File: src/sv/tgeb_pkg.sv
// ----------------------------------------------------------------------------
// Time-gated event builder package
// Field widths, register map and reset values shared by the event builder.
// ----------------------------------------------------------------------------
`default_nettype none

package tgeb_pkg;

  localparam int unsigned TimeW    = 48;
  localparam int unsigned ChanW    = 4;
  localparam int unsigned EnergyW  = 16;
  localparam int unsigned TotalW   = 20;
  localparam int unsigned FiredW   = 4;
  localparam int unsigned EventW   = 32;
  localparam int unsigned CfgW     = 16;
  localparam int unsigned ApbDataW = 32;
  localparam int unsigned ApbAddrW = 3;

  localparam logic RegTimeGate  = 1'b0;
  localparam logic RegFiredThr  = 1'b1;

  localparam logic [CfgW-1:0] TimeGateRst = 16'd200;
  localparam logic [CfgW-1:0] FiredThrRst = 16'd1;

  localparam logic [TotalW-1:0] TotalMax = {TotalW{1'b1}};
  localparam logic [FiredW-1:0] FiredMax = {FiredW{1'b1}};

endpackage

`default_nettype wire

File: src/sv/time_gated_event_builder_core.sv
// ----------------------------------------------------------------------------
// Time-gated event builder core
// Groups time-ordered detector hits into events by a time window and reports
// each closed event's energy sum and fired count and the next event's start.
// ----------------------------------------------------------------------------
// The block takes one hit request in every clock cycle while in_ready_o is
// high and holds the result of an event-closing hit in its output register.
// The event-opening test, the latch update and the event summary are done in
// a single pass; the energy total is kept as a running sum as latches are
// overwritten, so closing an event costs only a saturation step.
`default_nettype none

module time_gated_event_builder_core #(
  parameter int unsigned CHANNELS = 9
) (
  input  wire logic                              clk_i,
  input  wire logic                              rst_ni,

  input  wire logic                              psel,
  input  wire logic                              penable,
  input  wire logic                              pwrite,
  input  wire logic [tgeb_pkg::ApbAddrW-1:0]     paddr,
  input  wire logic [tgeb_pkg::ApbDataW-1:0]     pwdata,
  output logic      [tgeb_pkg::ApbDataW-1:0]     prdata,
  output logic                                   pready,

  input  wire logic                              in_valid_i,
  output logic                                   in_ready_o,
  input  wire logic [tgeb_pkg::TimeW-1:0]        hit_time_i,
  input  wire logic [tgeb_pkg::ChanW-1:0]        channel_i,
  input  wire logic [tgeb_pkg::EnergyW-1:0]      energy_i,

  output logic                                   out_valid_o,
  input  wire logic                              out_ready_i,
  output logic      [tgeb_pkg::TimeW-1:0]        event_start_o,
  output logic      [tgeb_pkg::TimeW-1:0]        start_gap_o,
  output logic      [tgeb_pkg::TotalW-1:0]       total_energy_o,
  output logic      [tgeb_pkg::FiredW-1:0]       fired_count_o,
  output logic      [tgeb_pkg::EventW-1:0]       event_number_o
);

  localparam int unsigned IdxW   = (CHANNELS > 1) ? $clog2(CHANNELS) : 1;
  localparam int unsigned SumW   = tgeb_pkg::EnergyW + $clog2(CHANNELS + 1);
  localparam int unsigned CntW   = $clog2(CHANNELS + 1);
  localparam int unsigned SatSW  = (SumW > tgeb_pkg::TotalW) ? SumW : tgeb_pkg::TotalW;
  localparam int unsigned SatCW  = (CntW > tgeb_pkg::FiredW) ? CntW : tgeb_pkg::FiredW;
  localparam int unsigned StartW = tgeb_pkg::TimeW + 1;
  localparam int unsigned DiffW  = tgeb_pkg::TimeW + 2;

  logic [tgeb_pkg::CfgW-1:0]    gate_q, gate_d;
  logic [tgeb_pkg::CfgW-1:0]    thr_q, thr_d;
  logic [StartW-1:0]            start_q, start_d;
  logic                         armed_q, armed_d;
  logic [tgeb_pkg::EnergyW-1:0] latch_q [CHANNELS];
  logic [tgeb_pkg::EnergyW-1:0] latch_d [CHANNELS];
  logic [SumW-1:0]              total_q, total_d;
  logic [tgeb_pkg::EventW-1:0]  events_q, events_d;

  logic                         out_valid_q, out_valid_d;
  logic [tgeb_pkg::TimeW-1:0]   ev_start_q;
  logic [tgeb_pkg::TimeW-1:0]   gap_q;
  logic [tgeb_pkg::TotalW-1:0]  tot_q;
  logic [tgeb_pkg::FiredW-1:0]  fired_q;
  logic [tgeb_pkg::EventW-1:0]  num_q;

  logic                         cfg_wr;
  logic                         cfg_idx;
  logic                         accept;
  logic                         in_range;
  logic [IdxW-1:0]              idx;
  logic [tgeb_pkg::EnergyW-1:0] old_energy;
  logic signed [DiffW-1:0]      diff;
  logic                         opens;
  logic                         emit;
  logic [CntW-1:0]              fired_cnt;
  logic [SatSW-1:0]             tot_ext;
  logic [SatCW-1:0]             cnt_ext;
  logic [tgeb_pkg::TotalW-1:0]  tot_sat;
  logic [tgeb_pkg::FiredW-1:0]  cnt_sat;

  assign pready  = 1'b1;
  assign cfg_idx = paddr[2];
  assign cfg_wr  = psel & penable & pwrite;

  always_comb begin
    prdata = '0;
    case (cfg_idx)
      tgeb_pkg::RegTimeGate: prdata = tgeb_pkg::ApbDataW'(gate_q);
      tgeb_pkg::RegFiredThr: prdata = tgeb_pkg::ApbDataW'(thr_q);
      default:               prdata = '0;
    endcase
  end

  always_comb begin
    gate_d = gate_q;
    thr_d  = thr_q;
    if (cfg_wr) begin
      case (cfg_idx)
        tgeb_pkg::RegTimeGate: gate_d = pwdata[tgeb_pkg::CfgW-1:0];
        tgeb_pkg::RegFiredThr: thr_d  = pwdata[tgeb_pkg::CfgW-1:0];
        default: begin
          gate_d = gate_q;
          thr_d  = thr_q;
        end
      endcase
    end
  end

  assign in_ready_o = ~out_valid_q | out_ready_i;
  assign accept     = in_valid_i & in_ready_o;

  assign in_range   = 32'(channel_i) < CHANNELS;
  assign idx        = IdxW'(channel_i);
  assign old_energy = in_range ? latch_q[idx] : '0;

  assign diff  = $signed({2'b00, hit_time_i}) - $signed({start_q[StartW-1], start_q});
  assign opens = ~diff[DiffW-1] && (diff[DiffW-2:0] > (DiffW-1)'(gate_q));
  assign emit  = opens & armed_q;

  always_comb begin
    fired_cnt = '0;
    for (int i = 0; i < CHANNELS; i++) begin
      fired_cnt = fired_cnt + CntW'(latch_q[i] > thr_q);
    end
  end

  assign tot_ext = SatSW'(total_q);
  assign cnt_ext = SatCW'(fired_cnt);
  assign tot_sat = (tot_ext > SatSW'(tgeb_pkg::TotalMax)) ? tgeb_pkg::TotalMax
                                                          : tot_ext[tgeb_pkg::TotalW-1:0];
  assign cnt_sat = (cnt_ext > SatCW'(tgeb_pkg::FiredMax)) ? tgeb_pkg::FiredMax
                                                          : cnt_ext[tgeb_pkg::FiredW-1:0];

  always_comb begin
    start_d  = start_q;
    armed_d  = armed_q;
    total_d  = total_q;
    events_d = events_q;
    for (int i = 0; i < CHANNELS; i++) begin
      latch_d[i] = latch_q[i];
    end
    if (accept) begin
      if (opens) begin
        start_d = {1'b0, hit_time_i};
        armed_d = 1'b1;
      end
      if (emit) begin
        events_d = events_q + 1'b1;
        for (int i = 0; i < CHANNELS; i++) begin
          latch_d[i] = '0;
        end
        total_d = '0;
        if (in_range) begin
          latch_d[idx] = energy_i;
          total_d      = SumW'(energy_i);
        end
      end else if (!opens && in_range) begin
        latch_d[idx] = energy_i;
        total_d      = total_q - SumW'(old_energy) + SumW'(energy_i);
      end
    end
  end

  always_comb begin
    out_valid_d = out_valid_q;
    if (out_ready_i) begin
      out_valid_d = 1'b0;
    end
    if (accept && emit) begin
      out_valid_d = 1'b1;
    end
  end

  always_ff @(posedge clk_i or negedge rst_ni) begin
    if (!rst_ni) begin
      gate_q      <= tgeb_pkg::TimeGateRst;
      thr_q       <= tgeb_pkg::FiredThrRst;
      start_q     <= '1;
      armed_q     <= 1'b0;
      total_q     <= '0;
      events_q    <= '0;
      out_valid_q <= 1'b0;
      for (int i = 0; i < CHANNELS; i++) begin
        latch_q[i] <= '0;
      end
    end else begin
      gate_q      <= gate_d;
      thr_q       <= thr_d;
      start_q     <= start_d;
      armed_q     <= armed_d;
      total_q     <= total_d;
      events_q    <= events_d;
      out_valid_q <= out_valid_d;
      for (int i = 0; i < CHANNELS; i++) begin
        latch_q[i] <= latch_d[i];
      end
    end
  end

  always_ff @(posedge clk_i) begin
    if (accept && emit) begin
      ev_start_q <= hit_time_i;
      gap_q      <= diff[tgeb_pkg::TimeW-1:0];
      tot_q      <= tot_sat;
      fired_q    <= cnt_sat;
      num_q      <= events_q;
    end
  end

  assign out_valid_o    = out_valid_q;
  assign event_start_o  = ev_start_q;
  assign start_gap_o    = gap_q;
  assign total_energy_o = tot_q;
  assign fired_count_o  = fired_q;
  assign event_number_o = num_q;

endmodule

`default_nettype wire
File: config.mk
export PLATFORM = sky130hd
export DESIGN_NAME = time_gated_event_builder_core
export DESIGN_NICKNAME = d
export VERILOG_FILES = /design/src/sv/tgeb_pkg.sv /design/src/sv/time_gated_event_builder_core.sv
export SDC_FILE = /design/constraint.sdc
export NUM_CORES = 1
export LEC_CHECK = 0
export ABC_CLOCK_PERIOD_IN_PS = 6200
export BUFFER_PORTS_ARGS = -buffer_cell sky130_fd_sc_hd__buf_4
export CELL_PAD_IN_SITES_DETAIL_PLACEMENT = 1
export CELL_PAD_IN_SITES_GLOBAL_PLACEMENT = 2
export CORE_AREA = 2 2 308 310
export DETAILED_ROUTE_END_ITERATION = 6
export DIE_AREA = 0 0 310 312
export PLACE_DENSITY = 0.65
export RECOVER_POWER = 100
export REMOVE_ABC_BUFFERS = 1
export SYNTH_ARGS = -nofsm -noshare
export SYNTH_HDL_FRONTEND = slang
export SYNTH_SLANG_ARGS = --single-unit
File: constraint.sdc
create_clock -name clk_i -period 6.2 [get_ports clk_i]
set_input_delay 1.24 -clock clk_i [delete_from_list [all_inputs] [get_ports clk_i]]
set_output_delay 1.24 -clock clk_i [all_outputs]
set_load 0.005 [all_outputs]
==> results.py, run 1 <==
metrics = {
    "logic_synthesis": {
        "syn_inst": 2343,
        "ys_warn_count": 0,
        "synth-edff-count": 152,
        "async_flop_share_pct": 64.7,
        "yosys.area.top_type": "dfrtp_1",
        "synthDistinctLibCells": 89,
        "yosys-top-cells-count": "ha_1 (232), dfrtp_1 (226), inv_1 (185), nand2_1 (157), edfxtp_1 (152)",
        "ys_seq_area_share_pct": 44.8,
        "synth.top_cell.area_share_pct": 21.8,
        "syn_area_um2": 25900,
        "synth_most_common_cell": "ha_1",
        "ys.flop_type": "dfrtp_1",
        "ys_ff_latch": 431,
        "synth_area_leaders": "dfrtp_1 (22%), edfxtp_1 (18%), ha_1 (11%), a32o_1 (5.6%), dfstp_2 (5.4%)",
        "synth_area_per_cell_um2": 11.1,
    },
    "timing": {
        "max_freq_ghz": 0.174,
        "worst_slew_pin_slew_ns": 3.03,
        "clock_skew_ns": 0.0180,
        "tns_ns": 0,
        "relSlewSlack_pct": -102,
        "hold_viol": 0,
        "post-route-period-util_pct": 92.5,
        "setup_viol": 0,
        "grt_setup_unrepaired": "no",
        "finalMaxSlewViolations": 193,
        "whs_ns": 0.448,
        "period_needed_ns": 5.74,
    },
    "critical_path": {
        "startpoint_type": "primary input",
        "path_delay_family": "compound AO/OA/AOI/OAI gates",
        "cp_num_buf_inv": 6,
        "slowest_stage": "o21ai_0",
        "cp_slowest_stage_delay_ns": 0.49,
        "cp.arrival_ns": 6.25,
        "crit_path_frequent_cell": "clkbuf_1",
        "end_kind": "register",
        "worst_r2r_path_depth": 19,
        "path_cells": "clkbuf_1, inv_1, ha_1, inv_1, fa_1, a211oi_2, o211ai_1, a32o_1, clkbuf_1, o21ai_0, o21ai_2, o311ai_4, nand2_1, a211oi_2, nor4b_2, and3_4, nor3_4, buf_4, clkbuf_1, nand3_1, xnor2_1",
        "r2r-start": "start_q[0]",
        "r2r-end": "events_q[19]",
        "r2r_setup_slack_ns": 0.72,
        "worst-setup-path-type": "primary input to register",
        "crit_fanout": 35,
        "required_ns": 6.72,
    },
    "global_route": {
        "gr-total-overflow": 0,
        "grt_pass1_wl_um": 125000,
        "first_global_vias": 21400,
        "grt_max_degree": 111,
        "grt_usage_pct": 16.5,
        "grt_antenna_before_repair": 6,
    },
    "routing": {
        "post-route-drc-count": 0,
        "final_antenna_net_count": 0,
        "wirelength_um": 79600,
        "drt_iter0_markers": 1001,
        "route.vias.total": 19400,
        "routedWlPerCell_um": 20.4,
        "firstDrtPassIters": 5,
        "via_per_inst": 4.99,
    },
    "clock_tree": {
        "cts_buffers": 53,
        "cts_tree": "done",
        "cts_setup_buffers": 0,
        "clock-sinks": 431,
        "clock-root-buffer": "clkbuf_16",
        "clk_pin_slew_ns": 0.06,
        "ctsResizeCount": 0,
        "cts-htree-levels": 2,
        "hold_buffers": 0,
        "worstSkewPairLatency_ns": 0.63,
        "cts_buffer_depth": 3,
    },
    "layout": {
        "area_growth_pct": 18.7,
        "fin_util_pct": 33.1,
        "drive_gt1_share_pct": 18.3,
        "seqCellArea_um2": 11600,
        "fillerInstances": 10500,
        "multi_input_area_um2": 12800,
        "fin_nets": 2959,
    },
    "floorplan": {
        "die-area_um2": 96700,
        "die_h_um": 312,
        "core_um2": 93000,
        "row_count": 112,
        "num_io_pins": 297,
        "die_w_um": 310,
        "start_util_pct": 27.9,
    },
    "place": {
        "gp_congestion": 0.831,
        "hpwl_um": 62400,
        "io_buffers": 261,
    },
    "job": {
        "maxCapViolations": 3,
    },
    "outcome": {
        "violations": "capacitance limit, slew limit",
        "status": "complete, but fails checks",
    },
    "power": {
        "ir_drop_uv": 175,
        "p_leak_nw": 13.6,
        "cellPowerDensity_nw_per_um2": 322,
    },
    "worst_hold_path": {
        "hold_start": "tot_ext[8]",
        "holdPathEnd": "total_energy_o[8]",
        "whs_path_depth": 0,
        "hold_path_class": "register to register",
    },
}
metal layers:
| layer | global-route usage, % | part of all wire, % | up-vias |
|---|---|---|---|
| met5 | 0 | 0.062 | - |
| met4 | 5.03 | 2.6 | 8 |
| met3 | 2.70 | 4.0 | 120 |
| met2 | 28.3 | 49 | 339 |
| met1 | 21.2 | 44 | 9824 |
| li1 | - | - | 9154 |
state kept, by name, indices dropped and copies added (netlist names):
| register | count |
|---|---|
| latch_q | 144 |
| start_q | 49 |
| event_start_o | 48 |
| start_gap_o | 48 |
| event_number_o | 32 |
| events_q | 32 |
| tot_ext | 20 |
| total_energy_o | 20 |
| gate_q | 16 |
| thr_q | 16 |
| fired_count_o | 4 |
| armed_q | 1 |
| out_valid_o | 1 |
cells in the final DEF, fill, tap and decap left out, types with 8 or more instances in the layout:
master	n
dfstp_2	53
o21a_1	15
nand4_1	61
conb_1	17
fa_1	22
mux4_2	32
inv_1	185
xnor2_1	54
and2_1	9
nand2_1	157
a21o_1	52
a32o_1	145
a211oi_1	8
nand3_1	34
buf_4	92
nor4_1	9
and4_1	11
o211ai_1	10
clkbuf_16	53
clkbuf_1	118
nor3_1	25
clkinv_2	9
mux2_2	39
a21oi_1	135
nand2b_1	32
mux2i_1	47
xor2_1	31
clkbuf_4	126
dfrtp_1	226
nor2_1	66
ha_1	232
edfxtp_1	152
and3_1	21
buf_12	17
o21bai_1	8
nor2b_1	37
a31oi_1	18
o21ai_0	148
worst max path at each step:
stage | start | end | cells past startpoint
floorplan | hit_time_i[0] | latch_q[64] | 22
global placement | hit_time_i[0] | events_q[17] | 25
detailed placement | hit_time_i[0] | events_q[17] | 25
CTS | hit_time_i[0] | events_q[17] | 25
global route | hit_time_i[0] | start_q[29] | 21
finish | hit_time_i[0] | events_q[19] | 21
report_power, final:
part | switching, W | internal [W]
Sequential | 0.000251 | 0.00331
Clock | 0.00130 | 0.00185
Combinational | 0.00175 | 0.00147
through the flow:
step | total power, W | cell area [um^2] | setup slack, ns | std cells
after floorplan | 0.00574 | 25200 | -3.95 | 2200
after global routing | 0.0106 | 30800 | 0.0909 | 3895
final | 0.00992 | 30800 | 0.463 | 3895
after detailed placement | 0.00687 | 29500 | -0.0769 | 3794
after global placement | 0.00672 | 29500 | 0.0124 | 3794
after CTS | 0.0101 | 31300 | 0.591 | 3893
logic make-up (layout without fill, tap and decap cells):
family	after synthesis	after routing	synth area share, %
flops	431	431	44.8
simple gates	498	498	10.0
compound gates	610	610	17.1
buf+inv	344	625	5.90
fa+ha+maj	254	254	12.9
other cells	2	19	0.0290
xor+xnor	85	85	2.87
mux	119	119	6.34
cell type report:
| class | instances | area share [%] |
|---|---|---|
| multi-input combinational | 1583 | 41.6 |
| antenna | 2 | 0.0163 |
| clock inverter | 24 | 0.862 |
| inverter | 186 | 2.27 |
| tap | 1254 | 5.10 |
| clock buffer | 75 | 4.74 |
| sequential | 431 | 37.7 |
| timing repair buffer | 340 | 7.72 |
No activity file was read; power rests on OpenSTA's default activity.
==> run 2, diff against run 1 <==
--- a/config.mk
+++ b/config.mk
@@ -7,12 +7,10 @@
 export LEC_CHECK = 0
 export ABC_CLOCK_PERIOD_IN_PS = 6200
 export BUFFER_PORTS_ARGS = -buffer_cell sky130_fd_sc_hd__buf_4
-export CELL_PAD_IN_SITES_DETAIL_PLACEMENT = 1
-export CELL_PAD_IN_SITES_GLOBAL_PLACEMENT = 2
 export CORE_AREA = 2 2 308 310
 export DETAILED_ROUTE_END_ITERATION = 6
 export DIE_AREA = 0 0 310 312
-export PLACE_DENSITY = 0.65
+export PLACE_DENSITY = 0.49
 export RECOVER_POWER = 100
 export REMOVE_ABC_BUFFERS = 1
 export SYNTH_ARGS = -nofsm -noshare
==> results.py, run 2 (same netlist as run 1, synthesis figures left out) <==
metrics = {
    "clock_tree": {
        "ctsResizeCount": 0,
        "clock-root-buffer": "clkbuf_16",
        "clock-sinks": 431,
        "cts_tree": "done",
        "cts_buffers": 53,
        "cts_setup_buffers": 0,
        "clk_pin_slew_ns": 0.06,
        "cts-htree-levels": 2,
        "cts_buffer_depth": 3,
        "worstSkewPairLatency_ns": 0.63,
        "hold_buffers": 0,
    },
    "floorplan": {
        "die-area_um2": 96700,
        "num_io_pins": 297,
        "core_um2": 93000,
        "start_util_pct": 27.9,
        "die_h_um": 312,
        "die_w_um": 310,
        "row_count": 112,
    },
    "global_route": {
        "grt_antenna_before_repair": 6,
        "use_met2_pct": 25.9,
        "first_global_vias": 19900,
        "grt_max_degree": 156,
        "grt_pass1_wl_um": 117000,
        "top_usage_layer": "met2",
        "gr-total-overflow": 0,
        "grt.met3_usage_pct": 2.94,
        "grt_usage_pct": 15.5,
        "grt_use_met1_pct": 20.5,
    },
    "timing": {
        "clock_skew_ns": 0.0319,
        "relSlewSlack_pct": -206,
        "period_needed_ns": 5.73,
        "max_freq_ghz": 0.175,
        "setup_viol": 0,
        "post-route-period-util_pct": 92.3,
        "hold_viol": 0,
        "grt_setup_unrepaired": "no",
        "worst_slew_pin_slew_ns": 4.58,
        "finalMaxSlewViolations": 73,
    },
    "power": {
        "power_switching_share_pct": 32.7,
        "ir_drop_uv": 212,
        "internal_power_w": 0.00670,
        "p_leak_nw": 13.7,
        "cellPowerDensity_nw_per_um2": 322,
        "seq_power_share_pct": 35.7,
        "power_w": 0.00995,
        "pwr-share-comb_pct": 31.8,
        "p_sw_w": 0.00325,
        "clkPwrFrac_pct": 32.5,
    },
    "critical_path": {
        "critPathLaunch": "hit_time_i[0]",
        "end_kind": "register",
        "slowest_stage": "nor3_4",
        "worst-setup-path-type": "primary input to register",
        "startpoint_type": "primary input",
        "r2r-end": "fired_count_o[2]",
        "worst_r2r_path_depth": 23,
        "r2r_setup_slack_ns": 0.70,
        "cp.arrival_ns": 6.04,
        "path_cells": "clkbuf_1, inv_1, ha_1, inv_1, fa_1, a211oi_2, o211ai_1, a32o_1, buf_4, o21ai_0, o21ai_0, o311ai_4, nand2_1, a211oi_2, nor4b_2, and3_4, nor3_4, buf_12, clkbuf_2",
        "r2r-start": "thr_q[1]",
        "cp_slowest_stage_delay_ns": 0.51,
        "critPathCapture": "start_gap_o[24]",
        "crit_fanout": 51,
        "required_ns": 6.51,
    },
    "place": {
        "gp_congestion": 0.881,
        "hpwl_um": 59000,
        "io_buffers": 261,
    },
    "layout": {
        "fin_nets": 2975,
        "largest_register_ffs": 144,
        "area_growth_pct": 19.1,
        "drive_gt1_share_pct": 18.7,
        "final_cell_mix": "ha_1 (232), dfrtp_1 (226), inv_1 (185), nand2_1 (157), edfxtp_1 (152)",
        "largest-register": "latch_q",
        "fillerInstances": 9500,
        "fin_util_pct": 33.2,
        "seqCellArea_um2": 11600,
        "final_common_cell": "ha_1",
        "top_regs": "latch_q: 144 flops, start_q: 49 flops",
        "multi_input_area_um2": 12800,
    },
    "routing": {
        "drt_iter0_markers": 1081,
        "via_per_inst": 4.98,
        "final_antenna_net_count": 0,
        "firstDrtPassIters": 5,
        "wirelength_um": 76000,
        "route.vias.total": 19500,
        "routedWlPerCell_um": 19.5,
        "post-route-drc-count": 0,
    },
    "job": {
        "maxCapViolations": 1,
    },
    "outcome": {
        "status": "complete, but fails checks",
        "violations": "capacitance limit, slew limit",
    },
    "worst_hold_path": {
        "hold_path_class": "register to register",
    },
}
-- run 2: cell types whose count changed in the layout (fill, tap and decap cells not counted), moves of 2 or more --
| cell | delta |
|---|---|
| inv_6 | -2 |
| clkinvlp_4 | +5 |
| a31oi_1 | -2 |
| o21ai_0 | +2 |
| clkinv_1 | +2 |
| buf_4 | +16 |
| buf_12 | -7 |
| clkinv_2 | -2 |
| clkbuf_1 | -2 |
| bufinv_16 | +2 |
-- run 2: how the worst min path moves through the flow --
stage | from | end | slack [ns] | cells past startpoint
2_1_floorplan | tot_ext[0] | total_energy_o[0] | 0.42 | 0
3_3_place_gp | tot_ext[11] | total_energy_o[11] | 0.43 | 0
3_5_place_dp | tot_ext[10] | total_energy_o[10] | 0.43 | 0
4_1_cts | tot_ext[12] | total_energy_o[12] | 0.44 | 0
5_1_grt | tot_ext[10] | total_energy_o[10] | 0.45 | 0
6_report | tot_ext[12] | total_energy_o[12] | 0.44 | 0
-- run 2: per-layer routing --
layer	wire, um	share of wire, %
met3	3940	5.2
met4	1840	2.4
met1	33900	45
met5	65	0.085
met2	36300	48
-- run 2: area by class of cell --
cell class                      instances  area share [%]
Antenna cell                            1         0.00810
Clock buffer                           68            4.67
Clock inverter                         30            1.17
Inverter                              186            2.26
Multi-Input combinational cell       1583            41.5
Sequential cell                       431            37.6
Tap cell                             1254            5.08
Timing Repair Buffer                  356            7.70
-- run 2: per-stage QoR --
stage / instance area, um^2 / setup WS [ns] / std cells / setup TNS (ns) / hold WS, ns
global route: 30900 / 0.129 / 3908 / 0 / 0.451
floorplan: 25200 / -3.95 / 2200 / -1128.64 / 0.425
global placement: 29600 / -0.0707 / 3810 / -4.07 / 0.433
finish: 30900 / 0.475 / 3909 / 0 / 0.442
CTS: 31400 / 0.554 / 3908 / 0 / 0.443
detailed placement: 29600 / -0.0859 / 3810 / -6.63 / 0.431
-- run 2: worst max-delay path: cells and delay by family --
kind            cells  cell delay (ns)
simple gates        4             1.03
fa+ha+maj           2             0.55
compound gates      7             2.18
buf+inv             6             0.94
-- run 2: power groups by stage --
stage                     combinational, W  clock [W]  sequential (W)
after global routing               0.00357    0.00345         0.00359
after detailed placement           0.00319          0         0.00360
after floorplan                    0.00223          0         0.00351
after global placement             0.00309          0         0.00358
after CTS                          0.00321    0.00335         0.00355
final                              0.00316    0.00324         0.00355
==> run 3, diff against run 2 <==
--- a/config.mk
+++ b/config.mk
@@ -7,10 +7,10 @@
 export LEC_CHECK = 0
 export ABC_CLOCK_PERIOD_IN_PS = 6200
 export BUFFER_PORTS_ARGS = -buffer_cell sky130_fd_sc_hd__buf_4
-export CORE_AREA = 2 2 308 310
+export CORE_AREA = 2 2 249 251
 export DETAILED_ROUTE_END_ITERATION = 6
-export DIE_AREA = 0 0 310 312
-export PLACE_DENSITY = 0.49
+export DIE_AREA = 0 0 251 253
+export PLACE_DENSITY = 0.66
 export RECOVER_POWER = 100
 export REMOVE_ABC_BUFFERS = 1
 export SYNTH_ARGS = -nofsm -noshare
==> results.py, run 3 (same netlist as run 1, synthesis figures left out) <==
metrics = {
    "clock_tree": {
        "cts-htree-levels": 2,
        "cts_setup_buffers": 0,
        "ctsResizeCount": 0,
        "clk_pin_slew_ns": 0.06,
        "cts_buffer_depth": 3,
        "clock-root-buffer": "clkbuf_16",
        "cts_tree": "done",
        "clock-sinks": 431,
        "worstSkewPairLatency_ns": 0.60,
        "hold_buffers": 0,
        "cts_buffers": 49,
    },
    "job": {
        "maxCapViolations": 2,
    },
    "floorplan": {
        "die_h_um": 253,
        "row_count": 91,
        "core_um2": 61000,
        "die-area_um2": 63500,
        "num_io_pins": 297,
        "die_w_um": 251,
        "start_util_pct": 42.5,
    },
    "timing": {
        "max_freq_ghz": 0.172,
        "tns_ns": 0,
        "whs_ns": 0.447,
        "clock_skew_ns": 0.0210,
        "relSlewSlack_pct": -127,
        "setup_viol": 0,
        "period_needed_ns": 5.82,
        "finalMaxSlewViolations": 158,
        "worst_slew_pin_slew_ns": 3.41,
        "post-route-period-util_pct": 93.8,
        "hold_viol": 0,
        "grt_setup_unrepaired": "no",
    },
    "place": {
        "io_buffers": 261,
        "gp_congestion": 0.899,
        "hpwl_um": 53400,
        "placedInstanceArea_um2": 28800,
    },
    "worst_hold_path": {
        "hold_path_class": "register to register",
    },
    "layout": {
        "final_cell_mix": "ha_1 (232), dfrtp_1 (226), inv_1 (185), nand2_1 (157), edfxtp_1 (152)",
        "largest-register": "latch_q",
        "fin_nets": 2940,
        "area_growth_pct": 15.8,
        "top_regs": "latch_q: 144 flops, start_q: 49 flops",
        "fin_area_um2": 30000,
        "drive_gt1_share_pct": 18.1,
        "fin_util_pct": 49.2,
        "largest_register_ffs": 144,
        "final_common_cell": "ha_1",
    },
    "power": {
        "cellPowerDensity_nw_per_um2": 327,
        "p_leak_nw": 13.5,
        "power_w": 0.00983,
        "ir_drop_uv": 193,
    },
    "global_route": {
        "grt_max_degree": 122,
        "grt_pass1_wl_um": 109000,
        "grt_antenna_before_repair": 3,
        "grt_usage_pct": 21.6,
        "gr-total-overflow": 0,
        "first_global_vias": 19900,
    },
    "critical_path": {
        "crit_fanout": 9,
        "startpoint_type": "register",
        "cp_slowest_stage_delay_ns": 0.53,
        "cp_num_buf_inv": 4,
        "end_kind": "register",
        "path_cells": "inv_1, clkbuf_1, ha_1, o21a_1, o21ai_0, nand2b_1, a21oi_1, nor2b_1, o21ai_0, nand2b_1, a21oi_1, o31ai_1, a21o_1, a21oi_1, a21oi_1, fa_1, inv_1, fa_1, inv_1, fa_1, fa_1, fa_1, xor2_1",
        "required_ns": 6.53,
        "slowest_stage": "fa_1",
        "cp.arrival_ns": 6.15,
        "path_delay_family": "adder cells",
        "crit_path_frequent_cell": "fa_1",
        "worst-setup-path-type": "register to register",
    },
    "routing": {
        "route.vias.total": 19600,
        "routedWlPerCell_um": 20.4,
        "firstDrtPassIters": 5,
        "drt_iter0_markers": 1501,
        "wirelength_um": 69600,
        "via_per_inst": 5.76,
        "final_antenna_net_count": 0,
        "post-route-drc-count": 0,
    },
    "outcome": {
        "status": "complete, but fails checks",
        "violations": "capacitance limit, slew limit",
    },
}
## run 3: cell types whose count changed in the layout (fill, tap and decap cells not counted), sizes merged
| cell | change |
|---|---|
| diode | +1 |
| bufinv | +2 |
| clkinvlp | +1 |
| clkinv | -1 |
| clkbuf | -8 |
| buf | -31 |
## run 3: metrics by stage
stage | std cells | setup WS (ns)
after floorplan | 2200 | -3.95
after global placement | 3315 | 0.0998
after detailed placement | 3315 | -0.120
after CTS | 3407 | 0.506
after global routing | 3408 | 0.0681
final | 3409 | 0.383
## run 3: worst paths after layout
| path | startpoint | endpoint | slack [ns] | depth (start not counted) |
|---|---|---|---|---|
| min in group asynchronous | rst_ni | gate_q[10] | 1.70 | 1 |
| max reg2reg | thr_q[2] | fired_count_o[2] | 0.38 | 23 |
| max in group asynchronous | rst_ni | events_q[31] | 1.49 | 2 |
| max | thr_q[2] | fired_count_o[2] | 0.38 | 23 |
| min | tot_ext[7] | total_energy_o[7] | 0.45 | 0 |
| min reg2reg | tot_ext[7] | total_energy_o[7] | 0.45 | 0 |
## run 3: layout make-up
class,instances,area [um^2]
inverter,186,698
fill,5562,31000
clock inverter,32,422
multi-input combinational,1583,12800
antenna,2,5.00
sequential,431,11600
clock buffer,60,1340
tap,790,988
timing repair buffer,325,2190
## run 3: per-layer routing
layer | track usage (%) | vias up | share of wire [%]
met3 | 3.91 | 114 | 5.4
met1 | 28.2 | 9797 | 44
met4 | 7.23 | 2 | 3.1
met5 | 0 | - | 0.016
li1 | - | 9151 | -
met2 | 36.3 | 555 | 48
## run 3: report_power, final
part           internal [W]  switching (W)
logic               0.00142        0.00169
clock network       0.00192        0.00125
registers           0.00330       0.000250
